### config.mk
export PLATFORM = sky130hd
export DESIGN_NAME = lfsr_filter_keystream_cipher
export DESIGN_NICKNAME = d
export VERILOG_FILES = /design/src/sv/lfkc_pkg.sv /design/src/sv/lfkc_core.sv /design/src/sv/lfsr_filter_keystream_cipher.sv
export SDC_FILE = /design/constraint.sdc
export NUM_CORES = 1
export LEC_CHECK = 0
export CORE_ASPECT_RATIO = 1.75
export CORE_MARGIN = 2
export CORE_UTILIZATION = 65
export CTS_CLUSTER_DIAMETER = 120
export DETAILED_ROUTE_END_ITERATION = 10
export DONT_BUFFER_PORTS = 1
export GPL_TIMING_DRIVEN = 0
export PLACE_DENSITY = 0.81
export REMOVE_ABC_BUFFERS = 1
export SLEW_MARGIN = 15
export SYNTH_ARGS = -nofsm -noshare
export SYNTH_HDL_FRONTEND = slang
export SYNTH_SLANG_ARGS = --single-unit
### constraint.sdc
create_clock -name clk -period 4.4 [get_ports clk]
set_input_delay 0.22 -clock clk [delete_from_list [all_inputs] [get_ports clk]]
set_output_delay 0.22 -clock clk [all_outputs]
set_load 0.02 [all_outputs]
### src/sv/lfkc_pkg.sv
// shared types, constants and elaboration-time matrix builders for the lfsr keystream cipher
// no dependencies; used by lfkc_core and lfsr_filter_keystream_cipher
package lfkc_pkg;

  localparam int STATE_W    = 48;
  localparam int KEY_W      = 48;
  localparam int UID_W      = 32;
  localparam int NONCE_W    = 32;
  localparam int WORD_W     = 32;
  localparam int FILT_IN    = 5;
  localparam int INIT_STEPS = UID_W + NONCE_W;
  localparam int INIT_VEC_W = KEY_W + UID_W + NONCE_W;
  localparam int CFG_IDX_W  = 1;
  localparam int CFG_DATA_W = KEY_W;

  localparam logic [STATE_W-1:0] TAP_MASK     = 48'hCE00_44C1_01CD;
  localparam logic [31:0]        FILTER_TABLE = 32'hD2EA_B48E;
  // state bit feeding each filter index bit, lowest index bit first
  localparam int FILT_POS [FILT_IN] = '{2, 8, 16, 22, 41};

  localparam logic CMD_INIT = 1'b0;
  localparam logic CMD_GEN  = 1'b1;

  localparam logic [CFG_IDX_W-1:0] CFG_SECRET_KEY = 1'd0;
  localparam logic [CFG_IDX_W-1:0] CFG_CARD_UID   = 1'd1;

  typedef struct packed {
    logic               cmd;
    logic [NONCE_W-1:0] nonce;
    logic [WORD_W-1:0]  data_word;
  } item_t;

  // row i: which bits of {nonce, uid, key} xor into state bit i after init
  typedef logic [STATE_W-1:0][INIT_VEC_W-1:0] init_mat_t;
  // row i: which bits of the old state xor into state bit i after a generate request
  typedef logic [STATE_W-1:0][STATE_W-1:0] gen_mat_t;
  // per output bit, per filter input: which bits of the old state xor together
  typedef logic [WORD_W-1:0][FILT_IN-1:0][STATE_W-1:0] ks_mat_t;

  function automatic init_mat_t init_matrix();
    init_mat_t             m;
    logic [INIT_VEC_W-1:0] fb;
    m = '0;
    for (int i = 0; i < STATE_W; i++) m[i][i] = 1'b1;
    for (int t = 0; t < INIT_STEPS; t++) begin
      fb = '0;
      for (int i = 0; i < STATE_W; i++) if (TAP_MASK[i]) fb ^= m[i];
      // uid then nonce, msb first
      if (t < UID_W) fb[KEY_W + UID_W - 1 - t] ^= 1'b1;
      else           fb[KEY_W + UID_W + NONCE_W - 1 - (t - UID_W)] ^= 1'b1;
      for (int i = 0; i < STATE_W - 1; i++) m[i] = m[i+1];
      m[STATE_W-1] = fb;
    end
    return m;
  endfunction

  function automatic gen_mat_t gen_matrix();
    gen_mat_t           m;
    logic [STATE_W-1:0] fb;
    m = '0;
    for (int i = 0; i < STATE_W; i++) m[i][i] = 1'b1;
    for (int t = 0; t < WORD_W; t++) begin
      fb = '0;
      for (int i = 0; i < STATE_W; i++) if (TAP_MASK[i]) fb ^= m[i];
      for (int i = 0; i < STATE_W - 1; i++) m[i] = m[i+1];
      m[STATE_W-1] = fb;
    end
    return m;
  endfunction

  function automatic ks_mat_t ks_matrix();
    ks_mat_t            k;
    gen_mat_t           m;
    logic [STATE_W-1:0] fb;
    k = '0;
    m = '0;
    for (int i = 0; i < STATE_W; i++) m[i][i] = 1'b1;
    for (int t = 0; t < WORD_W; t++) begin
      // first keystream bit lands in the msb
      for (int f = 0; f < FILT_IN; f++) k[WORD_W-1-t][f] = m[FILT_POS[f]];
      fb = '0;
      for (int i = 0; i < STATE_W; i++) if (TAP_MASK[i]) fb ^= m[i];
      for (int i = 0; i < STATE_W - 1; i++) m[i] = m[i+1];
      m[STATE_W-1] = fb;
    end
    return k;
  endfunction

endpackage

### src/sv/lfkc_core.sv
// single-pass datapath: next shift state and result word for one request
// depends on lfkc_pkg for the precomputed xor matrices and filter table
module lfkc_core (
  input  lfkc_pkg::item_t                     item,
  input  logic [lfkc_pkg::STATE_W-1:0]        state,
  input  logic [lfkc_pkg::KEY_W-1:0]          secret_key,
  input  logic [lfkc_pkg::UID_W-1:0]          card_uid,
  output logic [lfkc_pkg::STATE_W-1:0]        state_nxt,
  output logic [lfkc_pkg::WORD_W-1:0]         out_word
);

  localparam lfkc_pkg::init_mat_t INIT_M = lfkc_pkg::init_matrix();
  localparam lfkc_pkg::gen_mat_t  GEN_M  = lfkc_pkg::gen_matrix();
  localparam lfkc_pkg::ks_mat_t   KS_M   = lfkc_pkg::ks_matrix();

  logic [lfkc_pkg::INIT_VEC_W-1:0] init_vec;
  logic [lfkc_pkg::STATE_W-1:0]    init_state;
  logic [lfkc_pkg::STATE_W-1:0]    gen_state;
  logic [lfkc_pkg::WORD_W-1:0]     keystream;
  logic [lfkc_pkg::WORD_W-1:0][lfkc_pkg::FILT_IN-1:0] filt_idx;

  assign init_vec = {item.nonce, card_uid, secret_key};

  // the init and generate runs of the register folded into one xor matrix each
  always_comb begin
    for (int i = 0; i < lfkc_pkg::STATE_W; i++) begin
      init_state[i] = ^(INIT_M[i] & init_vec);
      gen_state[i]  = ^(GEN_M[i] & state);
    end
  end

  always_comb begin
    for (int b = 0; b < lfkc_pkg::WORD_W; b++) begin
      for (int f = 0; f < lfkc_pkg::FILT_IN; f++) begin
        filt_idx[b][f] = ^(KS_M[b][f] & state);
      end
      keystream[b] = lfkc_pkg::FILTER_TABLE[filt_idx[b]];
    end
  end

  always_comb begin
    case (item.cmd)
      lfkc_pkg::CMD_INIT: begin
        state_nxt = init_state;
        out_word  = '0;
      end
      lfkc_pkg::CMD_GEN: begin
        state_nxt = gen_state;
        out_word  = item.data_word ^ keystream;
      end
      default: begin
        state_nxt = state;
        out_word  = '0;
      end
    endcase
  end

endmodule

### src/sv/lfsr_filter_keystream_cipher.sv
// top level: stream channels, config registers, input and result registers
// depends on lfkc_pkg and lfkc_core
//
// usage:
//   in channel carries one request: tuser is the command (0 = init, 1 = generate),
//   tdata holds the nonce and the data word. init loads secret_key into the
//   48-bit shift register and shifts it, injecting card_uid then the nonce;
//   generate xors 32 filtered keystream bits (first bit in bit 31) onto the data
//   word. every request yields exactly one result word on the out channel; an
//   init returns zero.
//   throughput: one request per cycle while out_tready is high. a request
//   accepted into the input register shows on out_tvalid once it moves into the
//   result register; the whole init or generate run is one xor matrix between them.
//   the shift state advances as each request moves into the result register,
//   so back-to-back requests chain without a gap.
//   stall: while out_tready is low the result holds and one more request waits
//   in the input register; after that in_tready drops.
//   reset: shift state, key and uid clear to zero, both channels empty.
//   config: cfg_we writes cfg_wdata to register cfg_addr (0 key, 1 uid); the user
//   must write only while the block is idle, which the block does not enforce.
module lfsr_filter_keystream_cipher (
  input  logic                               clk,
  input  logic                               rst_n,
  input  logic                               in_tvalid,
  output logic                               in_tready,
  input  logic [63:0]                        in_tdata,   // nonce, data_word
  input  logic                               in_tuser,   // command
  output logic                               out_tvalid,
  input  logic                               out_tready,
  output logic [31:0]                        out_tdata,  // out_word
  input  logic                               cfg_we,
  input  logic [lfkc_pkg::CFG_IDX_W-1:0]     cfg_addr,
  input  logic [lfkc_pkg::CFG_DATA_W-1:0]    cfg_wdata
);

  logic                            in_valid_r;
  lfkc_pkg::item_t                 item_r;
  logic [lfkc_pkg::STATE_W-1:0]    state_r;
  logic [lfkc_pkg::STATE_W-1:0]    state_nxt;
  logic [lfkc_pkg::KEY_W-1:0]      key_r;
  logic [lfkc_pkg::UID_W-1:0]      uid_r;
  logic                            out_valid_r;
  logic [lfkc_pkg::WORD_W-1:0]     out_word_r;
  logic [lfkc_pkg::WORD_W-1:0]     out_word_nxt;
  logic                            advance;
  logic                            in_fire;

  assign advance   = in_valid_r && (!out_valid_r || out_tready);
  assign in_tready = !in_valid_r || advance;
  assign in_fire   = in_tvalid && in_tready;

  assign out_tvalid = out_valid_r;
  assign out_tdata  = out_word_r;

  lfkc_core u_core (
    .item       (item_r),
    .state      (state_r),
    .secret_key (key_r),
    .card_uid   (uid_r),
    .state_nxt  (state_nxt),
    .out_word   (out_word_nxt)
  );

  always_ff @(posedge clk) begin
    if (!rst_n) begin
      key_r <= '0;
      uid_r <= '0;
    end else if (cfg_we) begin
      case (cfg_addr)
        lfkc_pkg::CFG_SECRET_KEY: key_r <= cfg_wdata;
        lfkc_pkg::CFG_CARD_UID:   uid_r <= cfg_wdata[lfkc_pkg::UID_W-1:0];
        default: ;
      endcase
    end
  end

  always_ff @(posedge clk) begin
    if (!rst_n) begin
      in_valid_r <= 1'b0;
    end else if (in_tready) begin
      in_valid_r <= in_tvalid;
    end
  end

  always_ff @(posedge clk) begin
    if (in_fire) begin
      item_r.cmd       <= in_tuser;
      item_r.nonce     <= in_tdata[31:0];
      item_r.data_word <= in_tdata[63:32];
    end
  end

  always_ff @(posedge clk) begin
    if (!rst_n) begin
      state_r     <= '0;
      out_valid_r <= 1'b0;
    end else begin
      if (advance) begin
        state_r     <= state_nxt;
        out_valid_r <= 1'b1;
      end else if (out_tready) begin
        out_valid_r <= 1'b0;
      end
    end
  end

  always_ff @(posedge clk) begin
    if (advance) begin
      out_word_r <= out_word_nxt;
    end
  end

  // a request moving forward always lands in the result register
  a_adv_fills_out: assert property (@(posedge clk) disable iff (!rst_n)
    advance |=> out_valid_r)
    else $error("result register empty after advance");

  // shift state moves only with a request
  a_state_hold: assert property (@(posedge clk) disable iff (!rst_n)
    !advance |=> $stable(state_r))
    else $error("shift state changed without a request");

  // init requests return a zero word
  a_init_zero: assert property (@(posedge clk) disable iff (!rst_n)
    (advance && item_r.cmd == lfkc_pkg::CMD_INIT) |=> (out_word_r == '0))
    else $error("init result not zero");

  // an accepted request is held in the input register
  a_in_capture: assert property (@(posedge clk) disable iff (!rst_n)
    in_fire |=> in_valid_r)
    else $error("accepted request lost");

endmodule

==> impl_metrics.json, run 1 <==
{
  "failing_step": "global routing",
  "clock_sinks": 227,
  "dp_hpwl_microns": 76400,
  "placementRows": 94,
  "grt_max_degree": 82,
  "synth_area_sq_mm": 0.0245,
  "synth-edff-count": 97,
  "io_pins": 153,
  "ys_warn_count": 0,
  "grt_pass1_wl_microns": 154000,
  "grt_pass1_vias": 21100,
  "start_util": 0.656,
  "htree_levels": 1,
  "ys_types": 77,
  "syn_inst": 2567,
  "yosysSeqAreaShare": 0.225,
  "cts_buffers": 24,
  "synth_ff_type": "dfxtp_1",
  "die_h_microns": 261,
  "error_line": "[ERROR GRT-0116] Global routing finished with congestion. Check the congestion regions in the DRC Viewer.",
  "grt_usage": 0.557,
  "die_w_microns": 151,
  "gp_congestion": 1.16,
  "grt.overflow.total": 8,
  "cts_buffer_depth": 3,
  "synth_seq_cells": 227,
  "async_reset_ff_frac": 0,
  "cts_resized": 0,
  "clockRootBuffer": "clkbuf_16",
  "status": "stopped before the end",
  "port_buffers": 0,
  "syn_area_per_cell_sq_um": 9.55
}
==> metrics by stage <==
stage	std cells	utilization	setup slack [ns]	area [sq um]	hold WS, ns
after global placement	2812	0.643	-0.281	24000	0.319
after floorplan	2332	-	0.995	23400	0.319
after CTS	2990	0.703	0.0260	26300	0.0904
after detailed placement	2821	0.649	0.0403	24300	0.319
==> metal layers <==
layer	overflow	global-route usage
met5	0	0.00875
met1	0	0.539
met4	4	0.583
met3	0	0.237
met2	4	0.850
==> synth_stat cells, types with 6 or more instances <==
master / n / area (sq um)
nor3_2: 6 / 60.1
xnor3_2: 7 / 166
nor2_1: 90 / 338
nand3b_1: 8 / 60.1
buf_2: 70 / 350
buf_1: 13 / 48.8
xnor2_4: 9 / 248
clkbuf_1: 128 / 480
xnor3_1: 122 / 2750
o211ai_1: 19 / 143
a311oi_1: 12 / 105
xnor2_1: 867 / 7590
nor3b_1: 7 / 52.6
xnor2_2: 21 / 342
and3_1: 12 / 75.1
o211a_1: 17 / 170
edfxtp_1: 97 / 2910
xor3_1: 9 / 214
nand2_1: 235 / 882
nand2b_1: 11 / 68.8
buf_4: 19 / 143
mux2_2: 6 / 67.6
o21ai_0: 38 / 190
o22ai_1: 9 / 56.3
nor2b_1: 9 / 56.3
a211oi_1: 17 / 128
dfxtp_1: 130 / 2600
and4_1: 8 / 70.1
nand3_1: 10 / 50.1
xor2_1: 218 / 1910
a31oi_1: 17 / 106
mux2i_1: 12 / 120
nor3_1: 41 / 205
a21oi_1: 141 / 706
inv_1: 23 / 86.3
or3_1: 10 / 62.6
nand4_1: 6 / 37.5
a221oi_1: 7 / 61.3
==> kinds of logic after synthesis <==
family,after synthesis,synth area share
adder cells (fa/ha/maj),5,0.00255
AND/OR/NAND/NOR,486,0.0946
AO/OA/AOI/OAI,313,0.0816
XOR/XNOR,1255,0.540
multiplexers,18,0.00765
flip-flops,227,0.225
buffers and inverters,263,0.0483
==> repair_timing <==
item                      4_1_cts
hold buffers                  125
hold endpoints to repair      171
buffers inserted                0
==> run 2, diff against run 1 <==
CORE_ASPECT_RATIO = default   (was 1.75)
CORE_UTILIZATION = 40   (was 65)
CTS_CLUSTER_DIAMETER = default   (was 120)
PLACE_DENSITY = default   (was 0.81)
PLACE_DENSITY_LB_ADDON = 0.15   (was default)
==> run 2 against run 1 <==
Effect of this change: the flow now finishes without violations; synthesized area is the same; synthesized cell count is the same.
==> impl_metrics.json, run 2 <==
{
  "clockRootBuffer": "clkbuf_16",
  "status": "finished, final reports clean",
  "dr_total_vias": 18500,
  "wl_microns": 108000,
  "crit_start": "state_r[47]",
  "yosysTopAreaCell": "xnor2_1",
  "worst_pin_slew_ns": 1.38,
  "worstPathRequired_ns": 4.73,
  "die_w_microns": 252,
  "synth_most_common_cell": "xnor2_1",
  "dp_hpwl_microns": 84700,
  "min_from": "in_tvalid",
  "synth_common_cells": "xnor2_1, nand2_1, xor2_1",
  "drt-initial-drc-count": 1928,
  "largest_reg_flops": 65,
  "antenna_left": 0,
  "cts.clk_slew.worst_paths_ns": 0.06,
  "synth_seq_cells": 227,
  "die_h_microns": 252,
  "htree_levels": 1,
  "fin_crit_sh": 0.942,
  "nFillCells": 5806,
  "grt_antenna_before_repair": 2,
  "rsz0062_at_grt": "false",
  "cts_buffer_depth": 3,
  "grt_pass1_wl_microns": 146000,
  "yosysSeqAreaShare": 0.225,
  "worstHoldEndpoint": "item_r[8]",
  "grt_pass1_vias": 17600,
  "ys_types": 77,
  "syn_inst": 2567,
  "reg2reg_depth": 9,
  "grt_max_degree": 81,
  "r2r_start": "state_r[47]",
  "top_regs": "item_r x65, key_r x48, state_r x48",
  "clock_latency_ns": 0.62,
  "io_pins": 153,
  "critical_path_class": "reg2reg",
  "start_kind": "flip-flop",
  "maxCapViolations": 0,
  "core_sq_mm": 0.0605,
  "viasPerCell": 5.58,
  "synth-edff-count": 97,
  "synthTopCellsByArea": "xnor2_1, edfxtp_1, xnor3_1, dfxtp_1, xor2_1",
  "power.density_mw_per_mm2": 1030,
  "setup_viol": 0,
  "finish.utilization": 0.447,
  "synth_ff_type": "dfxtp_1",
  "max_freq_ghz": 0.241,
  "synth_area_sq_mm": 0.0245,
  "largest_register": "item_r",
  "final_common_cell": "xnor2_1",
  "grt.overflow.total": 0,
  "end_kind": "flip-flop",
  "async_reset_ff_frac": 0,
  "period_needed_ns": 4.14,
  "die_area_sq_mm": 0.0633,
  "drv_slew": 0,
  "rrSetupSlack_ns": 0.26,
  "syn_to_final_growth_pct": 10.1,
  "ys_warn_count": 0,
  "synth_top_area_share": 0.310,
  "grt_usage": 0.337,
  "dr.pass1.iters": 5,
  "port_buffers": 0,
  "wl_per_cell_microns": 32.5,
  "finalHoldViolCount": 0,
  "drc": 0,
  "tritoncts": "done",
  "syn_area_per_cell_sq_um": 9.55,
  "clock_sinks": 227,
  "critPathMaxFanout": 18,
  "ir_drop_mv": 0.937,
  "start_util": 0.406,
  "placementRows": 90,
  "gp_congestion": 1.00,
  "r2r_end": "out_tdata[20]",
  "max-slew-margin-rel": 0.0729,
  "crit_arrival_ns": 4.48,
  "whs_path_depth": 1,
  "drive_gt1_frac": 0.0626,
  "worstHoldPathType": "in2reg",
  "p_leak_nw": 9.83,
  "fin_hold_ws_ns": 0.0729,
  "final_cell_mix": "xnor2_1, nand2_1, xor2_1, a21oi_1, dlygate4sd3_1",
  "skew_ns": 0.0222,
  "cts_buffers": 30,
  "finish.net_count": 2623
}
==> run 2: timing repair <==
item | CTS | global route
endpoints found under the setup margin | 1 | 3
setup buffers | 0 | 0
pin swaps | 0 | 0
resized for setup | 2 | 3
endpoints found under the hold margin | 177 | 0
hold buffers | 123 | 0
==> run 2: routing by layer <==
layer	GRT usage	vias up	routed length [microns]
li1	-	8310	-
met3	0.0948	114	10400
met2	0.503	747	45300
met1	0.475	9281	48500
met4	0.0932	0	3420
met5	0	-	0
==> run 2: worst max-delay path by stage <==
| stage | end | slack, ns | depth (start not counted) |
|---|---|---|---|
| 2_1_floorplan | out_tdata[20] | 1.0 | 8 |
| 3_3_place_gp | out_tdata[20] | -1.30 | 8 |
| 3_5_place_dp | out_tdata[20] | -0.31 | 9 |
| 4_1_cts | out_tdata[20] | 0.07 | 9 |
| 5_1_grt | out_tdata[10] | 0.05 | 8 |
| 6_report | out_tdata[20] | 0.26 | 9 |
==> run 2: where the power goes <==
group	leakage (nW)	switching (W)	internal [W]
Sequential	2.01	0.00131	0.00256
Combinational	7.33	0.0120	0.00939
Clock	0.480	0.00107	0.00141
==> run 2: cell families (layout without fill, tap and decap cells) <==
group,Yosys count,in the layout,synth area share
other,0,1,0
and+or+nand+nor,486,486,0.0946
adders and majority gates,5,5,0.00255
AOI/OAI and AO/OA,313,313,0.0816
muxes,18,18,0.00765
buffers and inverters,263,219,0.0483
DFF,227,227,0.225
xor gates and xnor gates,1255,1255,0.540
==> run 2: critical path, cell delays in order (launching register included) <==
cell and delay (ns):
dfxtp_1 1.02, xnor2_1 0.34, xnor2_1 0.56, xor2_1 0.19, xnor2_2 0.51, buf_6 0.24, mux2_2 0.34, a311oi_1 0.37
and3_1 0.22, nor3_1 0.05
==> run 2: cell type report <==
class / count / area, sq um / share of cell area
multi-input combinational: 2077 / 17900 / 0.663
clock inverter: 17 / 159 / 0.00588
sequential: 227 / 5530 / 0.205
inverter: 28 / 113 / 0.00417
tap: 782 / 978 / 0.0362
clock buffer: 39 / 836 / 0.0309
timing repair buffer: 135 / 1470 / 0.0545
antenna: 1 / 2.50 / 0.0000927
==> run 2: per-stage QoR <==
step | cells | area (sq um) | total power, W | setup WS (ns) | TNS [ns]
final | 3306 | 27000 | 0.0277 | 0.257 | 0
after global placement | 3114 | 24400 | 0.0239 | -1.30 | -3.50
after floorplan | 2332 | 23400 | 0.0183 | 0.995 | 0
after CTS | 3305 | 27000 | 0.0276 | 0.0654 | 0
after detailed placement | 3126 | 24700 | 0.0249 | -0.307 | -0.307
after global routing | 3305 | 27000 | 0.0291 | 0.0524 | 0
(Power assumes the default switching activity.)
==> run 3, diff against run 2 <==
==> constraint.sdc (replaced) <==
create_clock -name clk -period 4.4 [get_ports clk]
set_input_delay 0.66 -clock clk [delete_from_list [all_inputs] [get_ports clk]]
set_output_delay 0.66 -clock clk [all_outputs]
set_load 0.02 [all_outputs]
==> run 3 against run 2 <==
Effect of this change: cell count decreased by 3.8%; sequential power about the same; die area unchanged; non-clock buffer count decreased by 123; utilization decreased by 2.0 points; clock power about the same; largest power group unchanged.
==> impl_metrics.json, run 3 (synthesis gave the netlist of run 2 again) <==
{
  "cpPeakStageDelay_ns": 1.02,
  "worstHoldPathType": "in2reg",
  "grt_pass1_wl_microns": 144000,
  "largest_register": "item_r",
  "fin_ws_ns": 0.241,
  "post_cts_buffers": 0,
  "finish.net_count": 2500,
  "crit_path_cell_trace": "xnor2_2, xnor3_1, xnor3_1, xnor3_1, xnor2_1, nor2_1, a211o_1, o211a_1",
  "end_kind": "flip-flop",
  "r2r_start": "key_r[17]",
  "syn_to_final_growth_pct": 5.10,
  "drive_gt1_frac": 0.0658,
  "die_area_sq_mm": 0.0633,
  "gp_congestion": 1.00,
  "crit_start": "key_r[17]",
  "rrSetupSlack_ns": 0.24,
  "viasPerCell": 5.68,
  "grt_pass1_vias": 17100,
  "worstHoldEndpoint": "item_r[46]",
  "dp_slack_ns": -0.307,
  "final_cell_mix": "xnor2_1, nand2_1, xor2_1, a21oi_1, xnor3_1",
  "tritoncts": "done",
  "power.density_mw_per_mm2": 1070,
  "skew_ns": 0.0220,
  "crit_top_cell": "xnor3_1",
  "whs_path_depth": 0,
  "swShare": 0.520,
  "nFillCells": 5904,
  "placementRows": 90,
  "p_total_w": 0.0277,
  "drv_slew": 0,
  "htree_levels": 1,
  "dr.pass1.iters": 6,
  "p_seq_frac": 0.140,
  "fin_crit_sh": 0.945,
  "worstPathRequired_ns": 4.92,
  "critical_path_class": "reg2reg",
  "tns_ns": 0,
  "clockRootBuffer": "clkbuf_16",
  "core_sq_mm": 0.0605,
  "rsz0062_at_grt": "false",
  "finalHoldViolCount": 0,
  "drc": 0,
  "p_sw_w": 0.0144,
  "drt-initial-drc-count": 2008,
  "top_regs": "item_r x65, key_r x48, state_r x48",
  "antenna_left": 0,
  "cts.clk_slew.worst_paths_ns": 0.07,
  "min_from": "in_tdata[14]",
  "setup_viol": 0,
  "die_h_microns": 252,
  "clock_latency_ns": 0.62,
  "io_pins": 153,
  "period_needed_ns": 4.16,
  "grt_usage": 0.334,
  "combPwrFrac": 0.771,
  "grt_antenna_before_repair": 2,
  "clock_sinks": 227,
  "port_buffers": 0,
  "p_clk_frac": 0.089,
  "crit_arrival_ns": 4.68,
  "crit_slowest_cell": "dfxtp_1",
  "internal-power_w": 0.0133,
  "critPathMaxFanout": 9,
  "dp_hpwl_microns": 84700,
  "cts_buffers": 30,
  "worst_pin_slew_ns": 1.42,
  "die_w_microns": 252,
  "cts_hold_buf": 0,
  "reg2reg_depth": 8,
  "ir_drop_mv": 0.944,
  "multi_input_area_sq_mm": 0.0179,
  "cts_buffer_depth": 3,
  "largest_reg_flops": 65,
  "r2r_end": "state_r[42]",
  "wl_per_cell_microns": 33.5,
  "grt.overflow.total": 0,
  "wl_microns": 107000,
  "insertedDiodeCount": 0,
  "regArea_sq_mm": 0.00553,
  "start_util": 0.406,
  "final_common_cell": "xnor2_1",
  "status": "finished, final reports clean",
  "grt_max_degree": 81,
  "maxCapViolations": 0,
  "max_freq_ghz": 0.240,
  "start_kind": "flip-flop",
  "dr_total_vias": 18100,
  "p_leak_nw": 9.32,
  "max-slew-margin-rel": 0.0461
}
==> run 3: cell count changes in the layout (fill, tap and decap cells not counted), sizes merged <==
cell / before / now
diode: 1 / 0
dlygate4sd3: 123 / 0
==> run 3: worst max-delay path by stage <==
stage / slack (ns) / endpoint / cells after the start
floorplan: 1.0 / out_tdata[20] / 8
CTS: 0.07 / out_tdata[20] / 9
detailed placement: -0.31 / out_tdata[20] / 9
global route: 0.05 / out_tdata[10] / 8
finish: 0.24 / state_r[42] / 8
global placement: -1.30 / out_tdata[20] / 8
==> run 3: power by group through the flow <==
stage | Sequential [W] | Combinational [W] | Clock, W
finish | 0.00387 | 0.0213 | 0.00247
global route | 0.00389 | 0.0225 | 0.00260
CTS | 0.00383 | 0.0211 | 0.00253
detailed placement | 0.00387 | 0.0210 | 0
global placement | 0.00384 | 0.0200 | 0
floorplan | 0.00329 | 0.0150 | 0
==> run 3: layout make-up <==
type	count	share of cell area
multi-input cells	2077	0.695
repair buffers	12	0.00937
clock inverters	17	0.00617
inverters	28	0.00437
clock buffers	39	0.0324
well taps	782	0.0380
flip-flops and latches	227	0.215
==> run 3: through the flow <==
stage	hold WS [ns]	util	instance area (sq um)	std cells
2_1_floorplan	0.462	-	23400	2332
3_3_place_gp	0.486	0.404	24400	3114
3_5_place_dp	0.519	0.409	24700	3126
4_1_cts	0.0975	0.426	25700	3182
5_1_grt	0.101	0.426	25800	3182
6_report	0.132	0.426	25800	3182
==> run 3: repair_timing <==
| item | CTS | global route |
|---|---|---|
| endpoints found under the setup margin | 1 | 3 |
| gates resized for setup | 2 | 3 |
| gates cloned | 0 | 0 |
==> run 3: routing by layer <==
layer / wire [microns] / GRT usage / vias up / share of wire
met4: 3290 / 0.0901 / 2 / 0.031
li1: - / - / 8067 / -
met5: 13 / 0 / - / 0.00012
met2: 44700 / 0.494 / 780 / 0.42
met3: 10400 / 0.0972 / 118 / 0.097
met1: 48200 / 0.472 / 9112 / 0.45
==> run 3: critical path: cells and delay by family, from the launching register on <==
family,cells,cell delay (ns)
XOR/XNOR,5,2.57
AO/OA/AOI/OAI,2,0.39
AND/OR/NAND/NOR,1,0.06
flip-flops,1,1.02
